<file path="config.mk">
export PLATFORM = sky130hd
export DESIGN_NAME = dhf_ctrl
export DESIGN_NICKNAME = d
export VERILOG_FILES = /design/src/sv/dhf_pkg.sv /design/src/sv/dhf_ctrl.sv
export SDC_FILE = /design/constraint.sdc
export NUM_CORES = 1
export LEC_CHECK = 0
export ABC_AREA = 0
export BUFFER_PORTS_ARGS = -buffer_cell sky130_fd_sc_hd__buf_2
export CORE_UTILIZATION = 45
export CTS_CLUSTER_DIAMETER = 150
export CTS_CLUSTER_SIZE = 20
export DETAILED_ROUTE_END_ITERATION = 8
export GPL_TIMING_DRIVEN = 0
export PLACE_DENSITY = 0.73
export SLEW_MARGIN = 20
export SYNTH_ARGS = -nofsm -noshare
export SYNTH_HDL_FRONTEND = slang
export SYNTH_SLANG_ARGS = --single-unit
</file>
<file path="constraint.sdc">
create_clock -name clk -period 1.8 [get_ports clk]
set_input_delay 0.09 -clock clk [delete_from_list [all_inputs] [get_ports clk]]
set_output_delay 0.09 -clock clk [all_outputs]
set_load 0.1 [all_outputs]
</file>
<file path="src/sv/dhf_pkg.sv">
package dhf_pkg;

	localparam int DEPTH_W = 16;
	localparam int SUM_W   = 19;   // eight 16-bit neighbors
	localparam int CNT_W   = 4;    // 0..8 neighbors
	localparam int ROW_W   = 12;
	localparam int COL_W   = 10;
	localparam int CFG_IDX_W  = 2;
	localparam int CFG_DATA_W = 13;

	localparam logic [CFG_IDX_W-1:0] REG_FRAME_WIDTH  = 2'd0;
	localparam logic [CFG_IDX_W-1:0] REG_FRAME_HEIGHT = 2'd1;
	localparam logic [CFG_IDX_W-1:0] REG_MIN_VALID    = 2'd2;

	localparam logic [10:0] RST_FRAME_WIDTH  = 11'd640;
	localparam logic [12:0] RST_FRAME_HEIGHT = 13'd480;
	localparam logic [3:0]  RST_MIN_VALID    = 4'd4;

	typedef enum logic [1:0] {
		SEL_INTERIOR = 2'd0,
		SEL_RIGHT    = 2'd1,
		SEL_LASTROW  = 2'd2
	} res_sel_t;

	typedef struct packed {
		logic     accept;
		logic     shift;
		logic     div_start;
		logic     emit;
		res_sel_t sel;
		logic     last;
	} dhf_cmd_t;

	typedef struct packed {
		logic need_a;
		logic need_b;
		logic need_c;
		logic fill;
		logic div_busy;
		logic out_free;
	} dhf_sts_t;

endpackage

</file>
<file path="src/sv/dhf_ctrl.sv">
module dhf_ctrl (
	input  logic              clk,
	input  logic              arst_n,
	input  logic              in_valid,
	output logic              in_stall,
	input  dhf_pkg::dhf_sts_t sts,
	output dhf_pkg::dhf_cmd_t cmd
);

	typedef enum logic [6:0] {
		ST_IDLE   = 7'b0000001,
		ST_READ   = 7'b0000010,
		ST_SUM    = 7'b0000100,
		ST_DIV    = 7'b0001000,
		ST_EMIT_A = 7'b0010000,
		ST_EMIT_B = 7'b0100000,
		ST_EMIT_C = 7'b1000000
	} state_t;

	state_t state_q;
	state_t state_d;
	state_t first_emit;
	state_t after_a;
	state_t after_b;

	always_comb begin
		if (sts.need_a) begin
			first_emit = ST_EMIT_A;
		end else if (sts.need_b) begin
			first_emit = ST_EMIT_B;
		end else if (sts.need_c) begin
			first_emit = ST_EMIT_C;
		end else begin
			first_emit = ST_IDLE;
		end
		if (sts.need_b) begin
			after_a = ST_EMIT_B;
		end else if (sts.need_c) begin
			after_a = ST_EMIT_C;
		end else begin
			after_a = ST_IDLE;
		end
		after_b = sts.need_c ? ST_EMIT_C : ST_IDLE;
	end

	always_comb begin
		state_d       = state_q;
		cmd           = '0;
		cmd.sel       = dhf_pkg::SEL_INTERIOR;
		case (state_q)
			ST_IDLE: begin
				if (in_valid) begin
					cmd.accept = 1'b1;
					state_d    = ST_READ;
				end
			end
			ST_READ: begin
				cmd.shift = 1'b1;
				state_d   = ST_SUM;
			end
			ST_SUM: begin
				if (sts.fill) begin
					cmd.div_start = 1'b1;
					state_d       = ST_DIV;
				end else begin
					state_d = first_emit;
				end
			end
			ST_DIV: begin
				if (!sts.div_busy) begin
					state_d = first_emit;
				end
			end
			ST_EMIT_A: begin
				if (sts.out_free) begin
					cmd.emit = 1'b1;
					cmd.sel  = dhf_pkg::SEL_INTERIOR;
					cmd.last = (after_a == ST_IDLE);
					state_d  = after_a;
				end
			end
			ST_EMIT_B: begin
				if (sts.out_free) begin
					cmd.emit = 1'b1;
					cmd.sel  = dhf_pkg::SEL_RIGHT;
					cmd.last = (after_b == ST_IDLE);
					state_d  = after_b;
				end
			end
			ST_EMIT_C: begin
				if (sts.out_free) begin
					cmd.emit = 1'b1;
					cmd.sel  = dhf_pkg::SEL_LASTROW;
					cmd.last = 1'b1;
					state_d  = ST_IDLE;
				end
			end
			default: begin
				state_d = ST_IDLE;
			end
		endcase
	end

	always_ff @(posedge clk or negedge arst_n) begin
		if (!arst_n) begin
			state_q <= ST_IDLE;
		end else begin
			state_q <= state_d;
		end
	end

	assign in_stall = (state_q != ST_IDLE);

endmodule

</file>
* Word level (Yosys, flattened, before mapping)
Index checks and enable logic that the tools add are counted.
Cells by class: reduce and logical (&&, ||, !) cells 1, muxes and demuxes 19, eq/ne operators 15
Operator list (number):
- $mux 7 | 9
- $pmux 7 s7 | 1
- $eq 7x1->1 const B | 3
- $mux 4 | 3
- $pmux 4 s3 | 1
- $ne 2x2->1 const B | 5
- $eq 7x2->1 const B | 1
- $eq 7x3->1 const B | 1
- $eq 7x4->1 const B | 1
- $eq 7x5->1 const B | 1
- $eq 7x6->1 const B | 1
- $eq 7x7->1 const B | 1
- $ne 7x1->1 const B | 1
- $mux 1 | 5
- $reduce_and 5->1 | 1
Storage, ports and cells: input bits 9, logic and storage cells 36, register bits after elaboration 7, output and inout port bits 8

* Longest topological paths before layout
Gate-level depths: netlist of run 1.
word-level depth 5, mapped depth 5, mapped depth without buffers 4

* Least setup slack after synthesis of run 1
Ideal clock, no wire load.
path kind reg2out, start point register state_q[5], end point output port cmd[5] (netlist bit), required time 1.710 ns, cell stages (with the launch flop) 4, arrival time 4.118 ns, slack -2.408 ns, buffers on the path 1, cells stage by stage dfrtp_1 buf_6 or4_4 nor4b_1
RTL lines:
- start, declared | line dhf_ctrl.sv:20 | state_t state_q;
- start signal, assigned | line dhf_ctrl.sv:108 | state_q <= state_d;
- end, declared | line dhf_ctrl.sv:7 | output dhf_pkg::dhf_cmd_t cmd

==> metrics.cfg, run 1 <==
[run_status]
status = complete, but fails checks
violations = setup timing

[sta]
final.setup_skew_ps = 10.5
tns_ps = -1040
whs_ps = 120
setup_viol = 11
worst_pin_slew_ps = 478
slew_headroom_pct = 68.1
finalWorstSetupSlack_ps = -198
period_minus_slack_ps = 2000
rsz0062_at_grt = yes
max_freq_mhz = 501
hold_viol = 0
period_share_pct = 111
report.final.slew_viol_count = 0

[job]
max_cap_viol_count = 0

[cts]
cts_buffers = 3
clock_sinks = 7
root_buffer = clkbuf_4
cts_tree = done
clock_path_buffers = 2
clk_pin_slew_ps = 50
htreeDepth = 1
worstSkewPairLatency_ps = 250

[finish]
nets = 123
syn_to_final_growth_pct = 74.8
drive_gt1_share_pct = 52.2
largest_reg_flops = 7
fillers = 70
antenna_cells = 0
utilization_pct = 85.0
regMostFlops = state_q
layout_common_cells = 12 x buf_4, 8 x buf_2, 7 x inv_1
multi_input_area_um2 = 523
fin_cells = 128
reg.largest.list = state_q: 7 flops
final_common_cell = buf_4
seq_area_um2 = 179

[yosys]
avgSynthCellArea_um2 = 7.91
ys_types = 36
synth-seq-cells = 7
synth_edf_count = 0
syn_inst = 81
yosys_most_used_dff = dfrtp_1
netlist_area_um2 = 641
async_flop_share_pct = 100
yosysWarnings = 0
synth-seq-area-share_pct = 27.5
syn-num-nets = 90

[global_route]
track_usage_pct = 30.3
grt_pass1_vias = 732
grt_overflow = 0
grt_pass1_wl_um = 3220
grt_start_max_net_pins = 11
antenna_found_initial = 0

[pwr]
p_leak_nw = 0.457
comb_power_share_pct = 76.2
p_seq_share_pct = 15.1
switching_power_mw = 0.798
p_int_mw = 0.829
ir_worst_vdd_v = 0.000724
p_clk_share_pct = 8.8
powerDensity_mw_per_mm2 = 1450
sw_frac_of_total_pct = 49.1

[die]
rows = 13
coreArea_mm2 = 0.00132
die_area_mm2 = 0.00158
ios = 17
die_w_um = 39.7
die_y_um = 39.7
initial_core_util_pct = 48.6

[worst_setup_path]
crit_path_start_kind = flip-flop
r2r_end = state_q[0]
worstSetupPathType = flip-flop to primary output
r2r_start = state_q[3]
critical_path_peak_fanout = 4
worst_ep_required_time_ps = 1710
cp-end-kind = primary output
r2r_cells = 4
r2r_slack_ps = -160
worstPathArrival_ps = 1910

[placement]
gp_congestion = 0.873
post-place-ws_ps = -230
io_buffers = 16
dpl.hpwl_um = 1270
dp_cells = 112

[routing]
route.detailed.drc = 0
avgRoutedWirePerCell_um = 17.2
routed_wl_um = 2200
firstDrtPassIters = 4
drt_iter0_drc = 21
viasPerCell = 6.17
ant_nets = 0
vias = 790

[worst_hold_path]
min_path_cells = 3
worstHoldPathType = input port to flip-flop
min_to = state_q[3]
holdCritStartpoint = sts[1]

## per-stage QoR
| step | power (mW) | cell area (um2) |
|---|---|---|
| floorplan | 0.986 | 759 |
| global placement | 1.11 | 858 |
| detailed placement | 1.12 | 858 |
| CTS | 1.47 | 1050 |
| global route | 1.69 | 1120 |
| finish | 1.63 | 1120 |
## logic make-up after synthesis
| group | after synthesis | share of synthesized area [%] |
|---|---|---|
| and+or+nand+nor | 36 | 34.4 |
| AOI/OAI and AO/OA | 20 | 22.9 |
| buffers and inverters | 14 | 9.38 |
| DFF | 7 | 27.5 |
| xor gates and xnor gates | 2 | 2.73 |
| muxes | 2 | 3.13 |
## area by class of cell
cell class,instances,share of cell area (%)
clock buffers,4,2.35
inverters,7,2.35
well taps,15,1.68
flip-flops and latches,7,16.0
multi-input cells,60,46.7
repair buffers,32,28.6
plain buffers,3,2.35
## routing by layer
metal	share of wire, %	wire length, um	track usage (%)	vias to the layer above
met3	3.2	71	7.39	4
met1	43	939	36.8	383
met2	52	1150	50.0	34
met4	1.5	34	12.1	0
li1	-	-	-	369
met5	0	0	0	-
## synthesized netlist by cell type, types with 2 or more instances
cell type | instances | area (um2)
a21oi_1 | 2 | 10.0
clkbuf_1 | 6 | 22.5
dfrtp_1 | 6 | 150
inv_1 | 7 | 26.3
mux2i_1 | 2 | 20.0
nand2_1 | 4 | 15.0
nand2b_1 | 3 | 18.8
nor2_1 | 8 | 30.0
nor3_1 | 2 | 10.0
nor4_1 | 3 | 18.8
nor4b_1 | 3 | 26.3
o211ai_1 | 3 | 22.5
o21ai_0 | 4 | 20.0
o41ai_1 | 2 | 17.5
or3_1 | 2 | 12.5
or4_1 | 2 | 15.0
or4_4 | 2 | 22.5
xor2_1 | 2 | 17.5
## what timing repair did
action                                 CTS  global route
setup endpoints to repair               12            12
hold buffers                             1             0
buffers inserted                        12             3
endpoints found under the hold margin    7             0
cloned                                   0             0
pin swaps                               10             6
resized for setup                       25            15
## power by group through the flow
stage                     Sequential, mW  Clock, mW  Combinational, mW
after floorplan                    0.211          0              0.775
after global placement             0.214          0              0.894
after detailed placement           0.215          0              0.905
after CTS                          0.246      0.142               1.08
after global routing               0.248      0.156               1.29
final                              0.245      0.143               1.24
## worst max path at each step
stage	from	end	slack, ps	depth (start not counted)
after floorplan	state_q[5]	cmd[5]	-390	3
after detailed placement	state_q[5]	cmd[6]	-230	5
after global routing	state_q[3]	cmd[6]	-240	4
after global placement	state_q[4]	state_q[0]	-220	5
final	state_q[3]	cmd[6]	-200	4
after CTS	state_q[5]	in_stall	-220	4
## critical path: stages (launching register included)
cell and delay (ps):
dfrtp_1 410, or4_4 560, or3_4 390, nor2_4 130, buf_12 180
(Power assumes the default switching activity.)
==> run 2, diff against run 1 <==
PLACE_DENSITY = unset   (was 0.73)
PLACE_DENSITY_LB_ADDON = 0.12   (was unset)
SKIP_LAST_GASP = 1   (was unset)
==> run 2 against run 1 <==
Against the previous run:
- the run still ends with setup timing left
- critical path type unchanged
- highest routed layer unchanged
- cell area up 1.6%
- largest power group unchanged
- clock skew down 9.6 ps
- sequential share of layout area fell by 0.25 points
- non-clock buffer count grew 5
- clock power about the same
- critical path depth did not move
==> metrics.cfg, run 2 (synthesis gave the netlist of run 1 again) <==
[sta]
hold_viol = 0
rsz0062_at_grt = yes
whs_ps = 109
period_minus_slack_ps = 1980
slew_headroom_pct = 72.1
period_share_pct = 110
setup_viol = 11
finalWorstSetupSlack_ps = -176
worst_pin_slew_ps = 419
report.final.slew_viol_count = 0
final.setup_skew_ps = 0.833
tns_ps = -1070
max_freq_mhz = 506

[worst_setup_path]
cp_slowest_stage_delay_ps = 570
worstSetupPathType = flip-flop to primary output
crit_path_start_kind = flip-flop
cp-startpoint = state_q[2]
cp-end-kind = primary output
slowest_stage = or4_4
worst-path-buf-inv = 1
cp_top_family = simple AND/OR/NAND/NOR gates
critical_path_peak_fanout = 4
r2r_start = state_q[2]
worstPathArrival_ps = 1890
crit_chain = or4_4, or3_4, nor2_4, buf_12
worst_ep_required_time_ps = 1710

[run_status]
status = complete, but fails checks
violations = setup timing

[die]
die_area_mm2 = 0.00158
coreArea_mm2 = 0.00132
rows = 13
die_w_um = 39.7
ios = 17
initial_core_util_pct = 48.6
die_y_um = 39.7

[cts]
htreeDepth = 1
clk_pin_slew_ps = 50
worstSkewPairLatency_ps = 240
clock_path_buffers = 2
cts_tree = done
cts_buffers = 3
root_buffer = clkbuf_4
clock_sinks = 7

[global_route]
grt_overflow = 0
grt_start_max_net_pins = 12
antenna_found_initial = 0
track_usage_pct = 28.7
grt_pass1_vias = 669
grt_pass1_wl_um = 2990

[placement]
io_buffers = 16
placed_area_um2 = 858
dpl.hpwl_um = 1220
gp_congestion = 0.852

[routing]
viasPerCell = 6.22
avgRoutedWirePerCell_um = 18.0
routed_wl_um = 2400
ant_nets = 0
vias = 827
route.detailed.drc = 0
firstDrtPassIters = 4
drt_iter0_drc = 44

[finish]
final_area_mm2 = 0.00114
utilization_pct = 86.3
largest_reg_flops = 7
antenna_cells = 0
layout_common_cells = 18 x buf_4, 8 x buf_2, 8 x buf_6
regMostFlops = state_q
drive_gt1_share_pct = 55.9
seq_area_um2 = 179
multi_input_area_um2 = 524
reg.largest.list = state_q: 7 flops
final_common_cell = buf_4
nets = 128
syn_to_final_growth_pct = 77.5
fillers = 71

[pwr]
ir_worst_vdd_v = 0.000813
p_leak_nw = 0.478
powerDensity_mw_per_mm2 = 1410

[worst_hold_path]
holdCritStartpoint = sts[1]
worstHoldPathType = input port to flip-flop

[job]
max_cap_viol_count = 0

==> run 2: metrics by stage <==
step	power [mW]	instances	setup slack, ps
finish	1.60	133	-176
global route	1.67	133	-220
CTS	1.44	126	-221
detailed placement	1.10	112	-198
global placement	1.10	112	-193
floorplan	0.986	81	-388
==> run 2: per-layer routing <==
layer | GRT usage (%) | wire [um] | vias to the layer above
met5 | 0 | 0 | -
met4 | 5.17 | 30 | 0
met3 | 3.41 | 135 | 4
met2 | 50.4 | 1290 | 42
met1 | 37.1 | 941 | 398
li1 | - | - | 383
==> run 2: layout make-up <==
class	instances	share of cell area (%)
Buffer	1	0.660
Clock buffer	4	2.31
Sequential cell	7	15.7
Inverter	7	2.31
Tap cell	15	1.65
Timing Repair Buffer	39	31.2
Multi-Input combinational cell	60	46.1
==> run 2: path summary, 6_finish.rpt <==
kind / cells past startpoint / slack (ps) / endpoint
worst min-delay path: 3 / 110 / state_q[3]
worst max-delay path: 4 / -180 / cmd[6]
max in group asynchronous: 2 / 1370 / state_q[0]
min in group asynchronous: 2 / 200 / state_q[1]
worst min register to register: 2 / 600 / state_q[2]
worst max register to register: 4 / -100 / state_q[4]
==> run 2: power breakdown <==
part	switching (mW)	total (mW)	internal, mW
combinational	0.700	1.23	0.534
clock	0.0563	0.141	0.0845
sequential	0.0281	0.230	0.202
total	0.784	1.60	0.820
==> run 2: tightest hold or removal path, stage by stage <==
cell and delay (ps):
buf_2 100, nand2_1 50, a21oi_1 60
==> run 2: repair_timing <==
action | 4_1_cts | 5_1_grt
setup buffers | 13 | 9
hold endpoints to repair | 7 | 0
gates resized for setup | 31 | 11
pin swaps | 9 | 9
cloned | 0 | 0
hold buffers | 1 | 0
setup endpoints to repair | 12 | 12
==> run 3, diff against run 2 <==
==> constraint.sdc (replaced) <==
create_clock -name clk -period 1.8 [get_ports clk]
set_input_delay 0.36 -clock clk [delete_from_list [all_inputs] [get_ports clk]]
set_output_delay 0.36 -clock clk [all_outputs]
set_load 0.1 [all_outputs]
==> run 3 against run 2 <==
Against the previous run:
- the run still ends with setup timing left
- utilization rose by 2.8 points
- count of clock-buffer cells in the layout did not move
- total power increased by 2.7%
- clock power up 11%
- fmax decreased by 14%
- sequential cell count unchanged
- die area is the same
- critical path depth unchanged
- combinational power about the same
- highest routed layer unchanged
==> metrics.cfg, run 3 (synthesis gave the netlist of run 1 again) <==
[worst_setup_path]
critical_path_peak_fanout = 3
cp-end-kind = primary output
worstPathArrival_ps = 1940
worst_ep_required_time_ps = 1440
crit_chain = or4_4, or3_4, nor2_4, buf_12
worstSetupPathType = flip-flop to primary output
slowest_stage = or4_4
crit_path_start_kind = flip-flop
cp_slowest_stage_delay_ps = 540

[die]
die_y_um = 39.7
initial_core_util_pct = 48.6
ios = 17
die_area_mm2 = 0.00158
coreArea_mm2 = 0.00132
die_w_um = 39.7
rows = 13

[routing]
ant_nets = 0
firstDrtPassIters = 4
avgRoutedWirePerCell_um = 19.9
drt_iter0_drc = 40
vias = 863
route.detailed.drc = 0
routed_wl_um = 2670
viasPerCell = 6.44

[sta]
report.final.slew_viol_count = 0
finalWorstSetupSlack_ps = -501
slew_headroom_pct = 65.3
period_minus_slack_ps = 2300
setup_viol = 12
period_share_pct = 128
final.setup_skew_ps = 6.01
rsz0062_at_grt = yes
max_freq_mhz = 435
hold_viol = 0
whs_ps = 373
worst_pin_slew_ps = 520

[placement]
io_buffers = 16
dpl.hpwl_um = 1250
gp_congestion = 0.826

[finish]
layout_common_cells = 19 x buf_4, 8 x buf_2, 7 x inv_1
nets = 129
reg.largest.list = state_q: 7 flops
seq_area_um2 = 179
antenna_cells = 0
regMostFlops = state_q
drive_gt1_share_pct = 58.0
multi_input_area_um2 = 541
syn_to_final_growth_pct = 83.2
largest_reg_flops = 7
final_common_cell = buf_4
fillers = 54

[global_route]
grt_pass1_wl_um = 3870
busiest_layer = met2
grt_pass1_vias = 758
use_met1_pct = 45.9
track_usage_pct = 38.8
grt_start_max_net_pins = 11
antenna_found_initial = 0
grt_use_met3_pct = 11.9
grt_overflow = 0
use_met2_pct = 59.8

[pwr]
power_mw = 1.65
p_leak_nw = 0.490
powerDensity_mw_per_mm2 = 1400
ir_worst_vdd_v = 0.000815

[run_status]
violations = setup timing
status = complete, but fails checks

[cts]
root_buffer = clkbuf_4
cts_tree = done
clock_sinks = 7
clk_pin_slew_ps = 60
htreeDepth = 1
cts_buffers = 3
worstSkewPairLatency_ps = 270
clock_path_buffers = 2

[job]
max_cap_viol_count = 0

[worst_hold_path]
worstHoldPathType = input port to flip-flop

## run 3: what timing repair did
| action | in CTS | in global routing |
|---|---|---|
| hold buffers | 1 | 0 |
| cloned | 0 | 0 |
| endpoints found under the hold margin | 6 | 0 |
| setup buffers | 15 | 6 |
| resized for setup | 40 | 6 |
| setup endpoints to repair | 12 | 12 |
| pin swaps | 12 | 7 |
## run 3: routing by layer
metal | vias to the layer above | wire, um
met5 | - | 0
met3 | 17 | 184
li1 | 380 | -
met4 | 0 | 149
met2 | 50 | 1300
met1 | 416 | 1040
## run 3: final cells by class
cell class	count	share of cell area, %
clock buffer	4	2.24
sequential	7	15.2
tap	15	1.60
inverter	7	2.24
multi-input combinational	60	46.1
buffer	3	2.56
timing repair buffer	38	30.1
## run 3: worst max-delay path: cells and delay by family, from the launching register on
family                 cells  cell delay (ps)
flip-flops                 1              410
buffers and inverters      1              180
AND/OR/NAND/NOR            3             1060
## run 3: stage by stage
stage                     cells  TNS (ps)  setup WS [ps]  util [%]  area [um2]
after floorplan              81     -3420           -658         -         766
after global placement      112     -2890           -466      65.6         865
after detailed placement    112     -3010           -486      65.6         865
after CTS                   129     -3710           -537      85.3        1120
after global routing        134     -5020           -528      89.1        1170
final                       134     -4630           -501      89.1        1170
## run 3: power by group
part	internal, mW	switching, mW
clock network	0.0855	0.0715
registers	0.202	0.0348
logic	0.530	0.725
## run 3: worst paths after layout
check / from / endpoint / slack, ps / depth (start not counted)
min reg2reg: state_q[2] / state_q[1] / 700 / 3
min: sts[5] / state_q[4] / 370 / 3
max reg2reg: state_q[3] / state_q[5] / -380 / 6
max in group asynchronous: arst_n / state_q[0] / 1100 / 2
max: state_q[3] / cmd[6] / -500 / 4
min in group asynchronous: arst_n / state_q[3] / 460 / 2
